===== src/design/lbc_pkg.sv =====
// ----------------------------------------------------------------------------
// lbc_pkg
// shared constants for the line box clipper: outcode bits, field width, limits
// ----------------------------------------------------------------------------
`default_nettype none

package lbc_pkg;

    localparam int FIELD_WIDTH       = 32;
    localparam int COORD_WIDTH_DEF   = 32;
    localparam int IN_FIELDS         = 8;
    localparam int OUT_COORDS        = 4;
    localparam int MAX_STEPS         = 8;
    localparam int STEP_WIDTH        = 4;

    localparam logic [3:0] CODE_LEFT   = 4'h1;
    localparam logic [3:0] CODE_RIGHT  = 4'h2;
    localparam logic [3:0] CODE_BOTTOM = 4'h4;
    localparam logic [3:0] CODE_TOP    = 4'h8;

endpackage

`default_nettype wire


===== src/design/line_box_clipper_unit.sv =====
// ----------------------------------------------------------------------------
// line_box_clipper_unit
// cohen-sutherland clipping of one segment to an axis-aligned box per word
// ----------------------------------------------------------------------------
// sequence: each clip step runs the check, setup, multiply, bit-serial divide
//   and update states; after up to MAX_STEPS steps the final check registers
//   the result word and m_tvalid, with no clip step for a trivial case
// throughput: one word at a time, next accept once m_tready has taken the result
// reset: aresetn synchronous, active low; clears sequencer and output valid
`default_nettype none

module line_box_clipper_unit #(
    parameter int COORD_WIDTH = lbc_pkg::COORD_WIDTH_DEF
) (
    input  wire logic aclk,
    input  wire logic aresetn,
    input  wire logic s_tvalid,
    output logic      s_tready,
    // box_left, box_bottom, box_right, box_top, start_x, start_y, end_x, end_y
    input  wire logic [lbc_pkg::IN_FIELDS*lbc_pkg::FIELD_WIDTH-1:0] s_tdata,
    output logic      m_tvalid,
    input  wire logic m_tready,
    // clipped_start_x, clipped_start_y, clipped_end_x, clipped_end_y
    output logic [lbc_pkg::OUT_COORDS*lbc_pkg::FIELD_WIDTH-1:0] m_tdata,
    // crosses
    output logic      m_tuser
);
    import lbc_pkg::*;

    localparam int W   = COORD_WIDTH;
    localparam int CW  = $clog2(2*W+1);
    localparam int FW  = FIELD_WIDTH;

    typedef enum logic [2:0] {
        ST_IDLE, ST_CHECK, ST_SETUP, ST_MUL, ST_DIV, ST_UPD, ST_OUT
    } state_t;

    state_t state_reg;

    // box and current endpoints
    logic signed [W-1:0] l_reg, b_reg, r_reg, t_reg;
    logic signed [W-1:0] x1_reg, y1_reg, x2_reg, y2_reg;
    logic [STEP_WIDTH-1:0] step_reg;

    // interpolation operands
    logic [W-1:0]        ma_reg, mb_reg, md_reg;
    logic                neg_reg;
    logic                yaxis_reg;   // 1: solve for y on a vertical edge
    logic                first_reg;   // moving the start endpoint
    logic signed [W-1:0] base_reg, edge_reg;

    // divider
    logic [W-1:0]   rem_reg;
    logic [2*W-1:0] dq_reg;
    logic [CW-1:0]  cnt_reg;

    // output word
    logic [OUT_COORDS*FW-1:0] data_reg;
    logic                     user_reg;
    logic                     valid_reg;

    // outcode of a point against the box, edge points inside
    function automatic logic [3:0] outcode(input logic signed [W-1:0] x,
                                           input logic signed [W-1:0] y,
                                           input logic signed [W-1:0] l,
                                           input logic signed [W-1:0] b,
                                           input logic signed [W-1:0] r,
                                           input logic signed [W-1:0] t);
        logic [3:0] c;
        c = 4'h0;
        if (x < l) c = CODE_LEFT;
        else if (x > r) c = CODE_RIGHT;
        if (y < b) c = c | CODE_BOTTOM;
        else if (y > t) c = c | CODE_TOP;
        return c;
    endfunction

    function automatic logic [W-1:0] mag(input logic signed [W:0] d);
        logic signed [W:0] a;
        a = d[W] ? -d : d;
        return a[W-1:0];
    endfunction

    logic [3:0] c1, c2, cd;
    assign c1 = outcode(x1_reg, y1_reg, l_reg, b_reg, r_reg, t_reg);
    assign c2 = outcode(x2_reg, y2_reg, l_reg, b_reg, r_reg, t_reg);
    assign cd = (c1 != 4'h0) ? c1 : c2;

    // edge chosen for this step, checked left, right, bottom, top
    logic signed [W:0] dx, dy, da, db, dd;
    logic signed [W-1:0] edge_c, base_c;
    logic                yaxis_c;
    always_comb begin
        dx = $signed({x2_reg[W-1], x2_reg}) - $signed({x1_reg[W-1], x1_reg});
        dy = $signed({y2_reg[W-1], y2_reg}) - $signed({y1_reg[W-1], y1_reg});
        if ((cd & CODE_LEFT) != 4'h0) begin
            edge_c = l_reg; yaxis_c = 1'b1;
        end else if ((cd & CODE_RIGHT) != 4'h0) begin
            edge_c = r_reg; yaxis_c = 1'b1;
        end else if ((cd & CODE_BOTTOM) != 4'h0) begin
            edge_c = b_reg; yaxis_c = 1'b0;
        end else begin
            edge_c = t_reg; yaxis_c = 1'b0;
        end
        if (yaxis_c) begin
            da = dy; dd = dx; base_c = y1_reg;
            db = $signed({edge_c[W-1], edge_c}) - $signed({x1_reg[W-1], x1_reg});
        end else begin
            da = dx; dd = dy; base_c = x1_reg;
            db = $signed({edge_c[W-1], edge_c}) - $signed({y1_reg[W-1], y1_reg});
        end
    end

    // one restoring divide step
    logic [W:0] shifted, trial;
    logic       ge;
    always_comb begin
        shifted = {rem_reg, dq_reg[2*W-1]};
        trial   = shifted - {1'b0, md_reg};
        ge      = (shifted >= {1'b0, md_reg});
    end

    // quotient, forced to zero on a zero divisor
    logic [W-1:0] quot;
    logic [W-1:0] newval;
    assign quot   = (md_reg == '0) ? '0 : dq_reg[W-1:0];
    assign newval = neg_reg ? (base_reg - quot) : (base_reg + quot);

    always_ff @(posedge aclk) begin
        if (!aresetn) begin
            state_reg <= ST_IDLE;
            valid_reg <= 1'b0;
        end else begin
            case (state_reg)
                ST_IDLE: begin
                    if (s_tvalid) begin
                        l_reg    <= s_tdata[0*FW +: W];
                        b_reg    <= s_tdata[1*FW +: W];
                        r_reg    <= s_tdata[2*FW +: W];
                        t_reg    <= s_tdata[3*FW +: W];
                        x1_reg   <= s_tdata[4*FW +: W];
                        y1_reg   <= s_tdata[5*FW +: W];
                        x2_reg   <= s_tdata[6*FW +: W];
                        y2_reg   <= s_tdata[7*FW +: W];
                        step_reg <= '0;
                        state_reg <= ST_CHECK;
                    end
                end
                ST_CHECK: begin
                    if ((c1 | c2) == 4'h0) begin
                        user_reg  <= 1'b1;
                        data_reg  <= {FW'(y2_reg), FW'(x2_reg), FW'(y1_reg), FW'(x1_reg)};
                        valid_reg <= 1'b1;
                        state_reg <= ST_OUT;
                    end else if (((c1 & c2) != 4'h0) ||
                                 (step_reg == STEP_WIDTH'(MAX_STEPS))) begin
                        user_reg  <= 1'b0;
                        data_reg  <= '0;
                        valid_reg <= 1'b1;
                        state_reg <= ST_OUT;
                    end else begin
                        state_reg <= ST_SETUP;
                    end
                end
                ST_SETUP: begin
                    ma_reg    <= mag(da);
                    mb_reg    <= mag(db);
                    md_reg    <= mag(dd);
                    neg_reg   <= da[W] ^ db[W] ^ dd[W];
                    yaxis_reg <= yaxis_c;
                    first_reg <= (c1 != 4'h0);
                    base_reg  <= base_c;
                    edge_reg  <= edge_c;
                    state_reg <= ST_MUL;
                end
                ST_MUL: begin
                    dq_reg    <= ma_reg * mb_reg;
                    rem_reg   <= '0;
                    cnt_reg   <= '0;
                    state_reg <= ST_DIV;
                end
                ST_DIV: begin
                    rem_reg <= ge ? trial[W-1:0] : shifted[W-1:0];
                    dq_reg  <= {dq_reg[2*W-2:0], ge};
                    cnt_reg <= cnt_reg + 1'b1;
                    if (cnt_reg == CW'(2*W-1)) state_reg <= ST_UPD;
                end
                ST_UPD: begin
                    if (first_reg) begin
                        x1_reg <= yaxis_reg ? edge_reg : newval;
                        y1_reg <= yaxis_reg ? newval : edge_reg;
                    end else begin
                        x2_reg <= yaxis_reg ? edge_reg : newval;
                        y2_reg <= yaxis_reg ? newval : edge_reg;
                    end
                    step_reg  <= step_reg + 1'b1;
                    state_reg <= ST_CHECK;
                end
                ST_OUT: begin
                    if (m_tready) begin
                        valid_reg <= 1'b0;
                        state_reg <= ST_IDLE;
                    end
                end
                default: state_reg <= ST_IDLE;
            endcase
        end
    end

    assign s_tready = (state_reg == ST_IDLE);
    assign m_tvalid = valid_reg;
    assign m_tdata  = data_reg;
    assign m_tuser  = user_reg;

endmodule

`default_nettype wire


===== config.mk =====
export PLATFORM = sky130hd
export DESIGN_NAME = line_box_clipper_unit
export DESIGN_NICKNAME = d
export VERILOG_FILES = /design/src/design/lbc_pkg.sv /design/src/design/line_box_clipper_unit.sv
export SDC_FILE = /design/constraint.sdc
export NUM_CORES = 2
export LEC_CHECK = 0
export ABC_AREA = 1
export BUFFER_PORTS_ARGS = -buffer_cell sky130_fd_sc_hd__buf_2
export CAP_MARGIN = 5
export CORE_UTILIZATION = 55
export DETAILED_ROUTE_END_ITERATION = 8
export GPL_TIMING_DRIVEN = 1
export HOLD_SLACK_MARGIN = 0.08
export PLACE_DENSITY = 0.87
export SETUP_SLACK_MARGIN = 0.15
export SLEW_MARGIN = 10
export SYNTH_ARGS = -nofsm -noshare
export SYNTH_HDL_FRONTEND = slang
export SYNTH_SLANG_ARGS = --single-unit

===== constraint.sdc =====
create_clock -name aclk -period 7.5 [get_ports aclk]
set_input_delay 0 -clock aclk [delete_from_list [all_inputs] [get_ports aclk]]
set_output_delay 0 -clock aclk [all_outputs]
set_load 0.03 [all_outputs]

==> flow_metrics.env <==
export IMPL_outcome="finished, violations left"
export IMPL_violations="design-rule violations, negative setup slack"
export IMPL_n_fill_cell=10730
export IMPL_clock_skew_ns=0.08319
export IMPL_portBuffers=390
export IMPL_htreeDepth=3
export IMPL_synthesis_area_um2=78990
export IMPL_hpwl_um=238800
export IMPL_synth_common_cells="nand2_1 (2,492), inv_1 (2,186), fa_1 (901)"
export IMPL_yosysSeqAreaShare_pct=25.00
export IMPL_finalHoldViolCount=0
export IMPL_tightest_slew_ns=1.200
export IMPL_synth_area_leaders="edfxtp_1 (25%), fa_1 (23%), nand2_1 (12%), ha_1 (11%), inv_1 (10%)"
export IMPL_synth_most_common_cell="nand2_1"
export IMPL_start_util_pct=55.59
export IMPL_finalSetupViolations=5
export IMPL_cpPeakStageDelay_ns=0.61
export IMPL_finalCritPeriodShare_pct=104.1
export IMPL_cts_made_buffers=72
export IMPL_min_path_type="in -> reg"
export IMPL_syn_to_final_growth_pct=21.30
export IMPL_drt_iter0_markers=8982
export IMPL_finalCoreUtilization_pct=67.43
export IMPL_synth_top_flop_cell="edfxtp_1"
export IMPL_syn_nets=11640
export IMPL_end_kind="register"
export IMPL_hold_path_depth=4
export IMPL_synth_edff_count=655
export IMPL_clock_path_buffers=3
export IMPL_core_area_um2=142100
export IMPL_cts_tree="built"
export IMPL_drv_cap=0
export IMPL_drv_slew=0
export IMPL_r2r_slack_ns=-0.31
export IMPL_grt_overflow=0
export IMPL_routed_wl_um=311600
export IMPL_reg2regPathDepth=29
export IMPL_grt_total_usage_pct=42.83
export IMPL_synth_cell_types=56
export IMPL_dieArea_um2=145100
export IMPL_grt_max_degree=115
export IMPL_cpMostUsedCell="fa_1"
export IMPL_place_gp_congestion=1.129
export IMPL_cp_start_kind="register"
export IMPL_grt_pass1_wl_um=464700
export IMPL_hold_path_end="x1_reg[25]"
export IMPL_synth_warnings=0
export IMPL_fmax_mhz=128.1
export IMPL_worstReg2RegEnd="dq_reg[58]"
export IMPL_cts_root_buf="clkbuf_16"
export IMPL_crit_type="reg -> reg"
export IMPL_async_reset_ff_share_pct=0
export IMPL_drive_gt1_share_pct=13.03
export IMPL_clock_latency_ns=0.75
export IMPL_critPathMaxFanout=5
export IMPL_cpMaxStageDelayCell="fa_1"
export IMPL_drtPass1Iterations=9
export IMPL_ant_nets=0
export IMPL_cp_required_ns=7.94
export IMPL_via_per_inst=5.808
export IMPL_worstReg2RegStart="mb_reg[8]"
export IMPL_setup_slack_ns=-0.3062
export IMPL_ys_ff_latch=659
export IMPL_row_count=138
export IMPL_pin_count=391
export IMPL_rsz0062_at_grt="yes"
export IMPL_slew_headroom_pct=19.99
export IMPL_die_w_um=381.0
export IMPL_drc=319
export IMPL_post_drt_wl_per_cell_um=24.05
export IMPL_die_height_um=381.0
export IMPL_syn_area_per_cell_um2=8.063
export IMPL_largest_register_ffs=128
export IMPL_synth_top_area_share_pct=24.90
export IMPL_clk_pin_slew_ns=0.07
export IMPL_nets=12850
export IMPL_routed_via_count=75250
export IMPL_arrival_ns=8.24
export IMPL_synth_largest_area_cell="edfxtp_1"
export IMPL_hp_start="s_tdata[153]"
export IMPL_clock_sinks=659
export IMPL_grt_pass1_vias=77490
export IMPL_min_period_ns=7.806
export IMPL_syn_inst=9797
export IMPL_antenna_found_initial=26
[per-stage QoR]
stage	cells	setup slack [ns]	hold slack, ns	setup TNS, ns	instance area (um^2)
2_1_floorplan	9797	0.4118	0.09887	0	79000
3_5_place_dp	12360	-0.4903	0.1781	-4.527	87600
4_1_cts	12920	-0.2261	0.08177	-0.4055	94960
6_report	12960	-0.3062	0.08307	-0.6864	95820
3_3_place_gp	12360	-0.4823	0.1775	-3.456	87600
5_1_grt	12950	-0.5203	0.09767	-3.838	95810
[how the worst max path moves through the flow]
stage	start	end	slack, ns	cells past startpoint
5_1_grt	mb_reg[8]	dq_reg[58]	-0.52	31
2_1_floorplan	mb_reg[8]	dq_reg[58]	0.41	29
4_1_cts	mb_reg[3]	dq_reg[58]	-0.23	30
3_5_place_dp	mb_reg[3]	dq_reg[58]	-0.49	29
3_3_place_gp	ma_reg[21]	dq_reg[58]	-0.48	28
6_report	mb_reg[8]	dq_reg[58]	-0.31	29
[layout make-up]
cell class,instances,area (um^2),share of cell area (%)
tap,1890,2365,2.468
clock buffer,85,1851,1.931
timing repair buffer,1464,12110,12.64
clock inverter,41,640.6,0.6685
inverter,2198,8255,8.615
antenna,12,30.03,0.03134
multi-input combinational,6608,50820,53.04
sequential,659,19750,20.61
[cell families (layout without fill, tap and decap cells)]
kind of cell / after synthesis / count (layout) / share of synthesized area, %
AND/OR/NAND/NOR: 3590 / 3590 / 18.07
XOR/XNOR: 272 / 272 / 3.016
flip-flops: 659 / 659 / 25.00
AO/OA/AOI/OAI: 1164 / 1164 / 8.160
buffers and inverters: 2530 / 3788 / 12.13
other: 0 / 12 / 0
adder cells (fa/ha/maj): 1582 / 1582 / 33.62
[placed cells by master (no fill, tap or decap), types with 15 or more instances in the layout]
master and instances:
nand2_1 2466, inv_1 2153, fa_1 873, ha_1 660
edfxtp_1 655, nor2_1 635, buf_4 571, a21oi_1 418
dlygate4sd3_1 401, o21ai_0 396, buf_2 390, nand3_1 233
xor2_1 173, xnor2_1 85, clkbuf_16 74, buf_12 74
nand4_1 55, nor3_1 49, o21ai_1 49, a31oi_1 43
inv_2 40, o21a_1 31, o21bai_1 29, nor4_1 29
o22ai_1 28, fa_2 28, a21oi_2 26, nand3b_1 22
o211ai_1 21, nand2_2 21, buf_6 21, nor2_2 19
a21o_1 19, ha_4 19, a221oi_1 18, or2_2 15
[worst max-delay path: cells and delay by family (launching register included)]
kind | cells | cell delay [ns]
buf+inv | 6 | 0.76
simple gates | 8 | 0.90
compound gates | 6 | 1.06
fa+ha+maj | 9 | 4.34
flops | 1 | 0.44
[metal layers]
metal | track usage, % | up-vias | share of wire [%]
met5 | 0.3307 | - | 0.060
met1 | 48.54 | 35500 | 34
met4 | 34.95 | 22 | 10
met2 | 67.57 | 5359 | 44
li1 | - | 32680 | -
met3 | 12.04 | 1692 | 11
[timing repair]
| item | CTS | global route |
|---|---|---|
| setup endpoints to repair | 38 | 70 |
| pin swaps | 51 | 64 |
| hold endpoints to repair | 289 | 0 |
| hold buffers | 401 | 0 |
| gates cloned | 1 | 2 |
| buffers inserted | 24 | 27 |
| gates resized for setup | 163 | 156 |
Power is left out: the tool's default activity adds up to more than one toggle a clock period on the data nets, which glitch-free logic cannot reach.
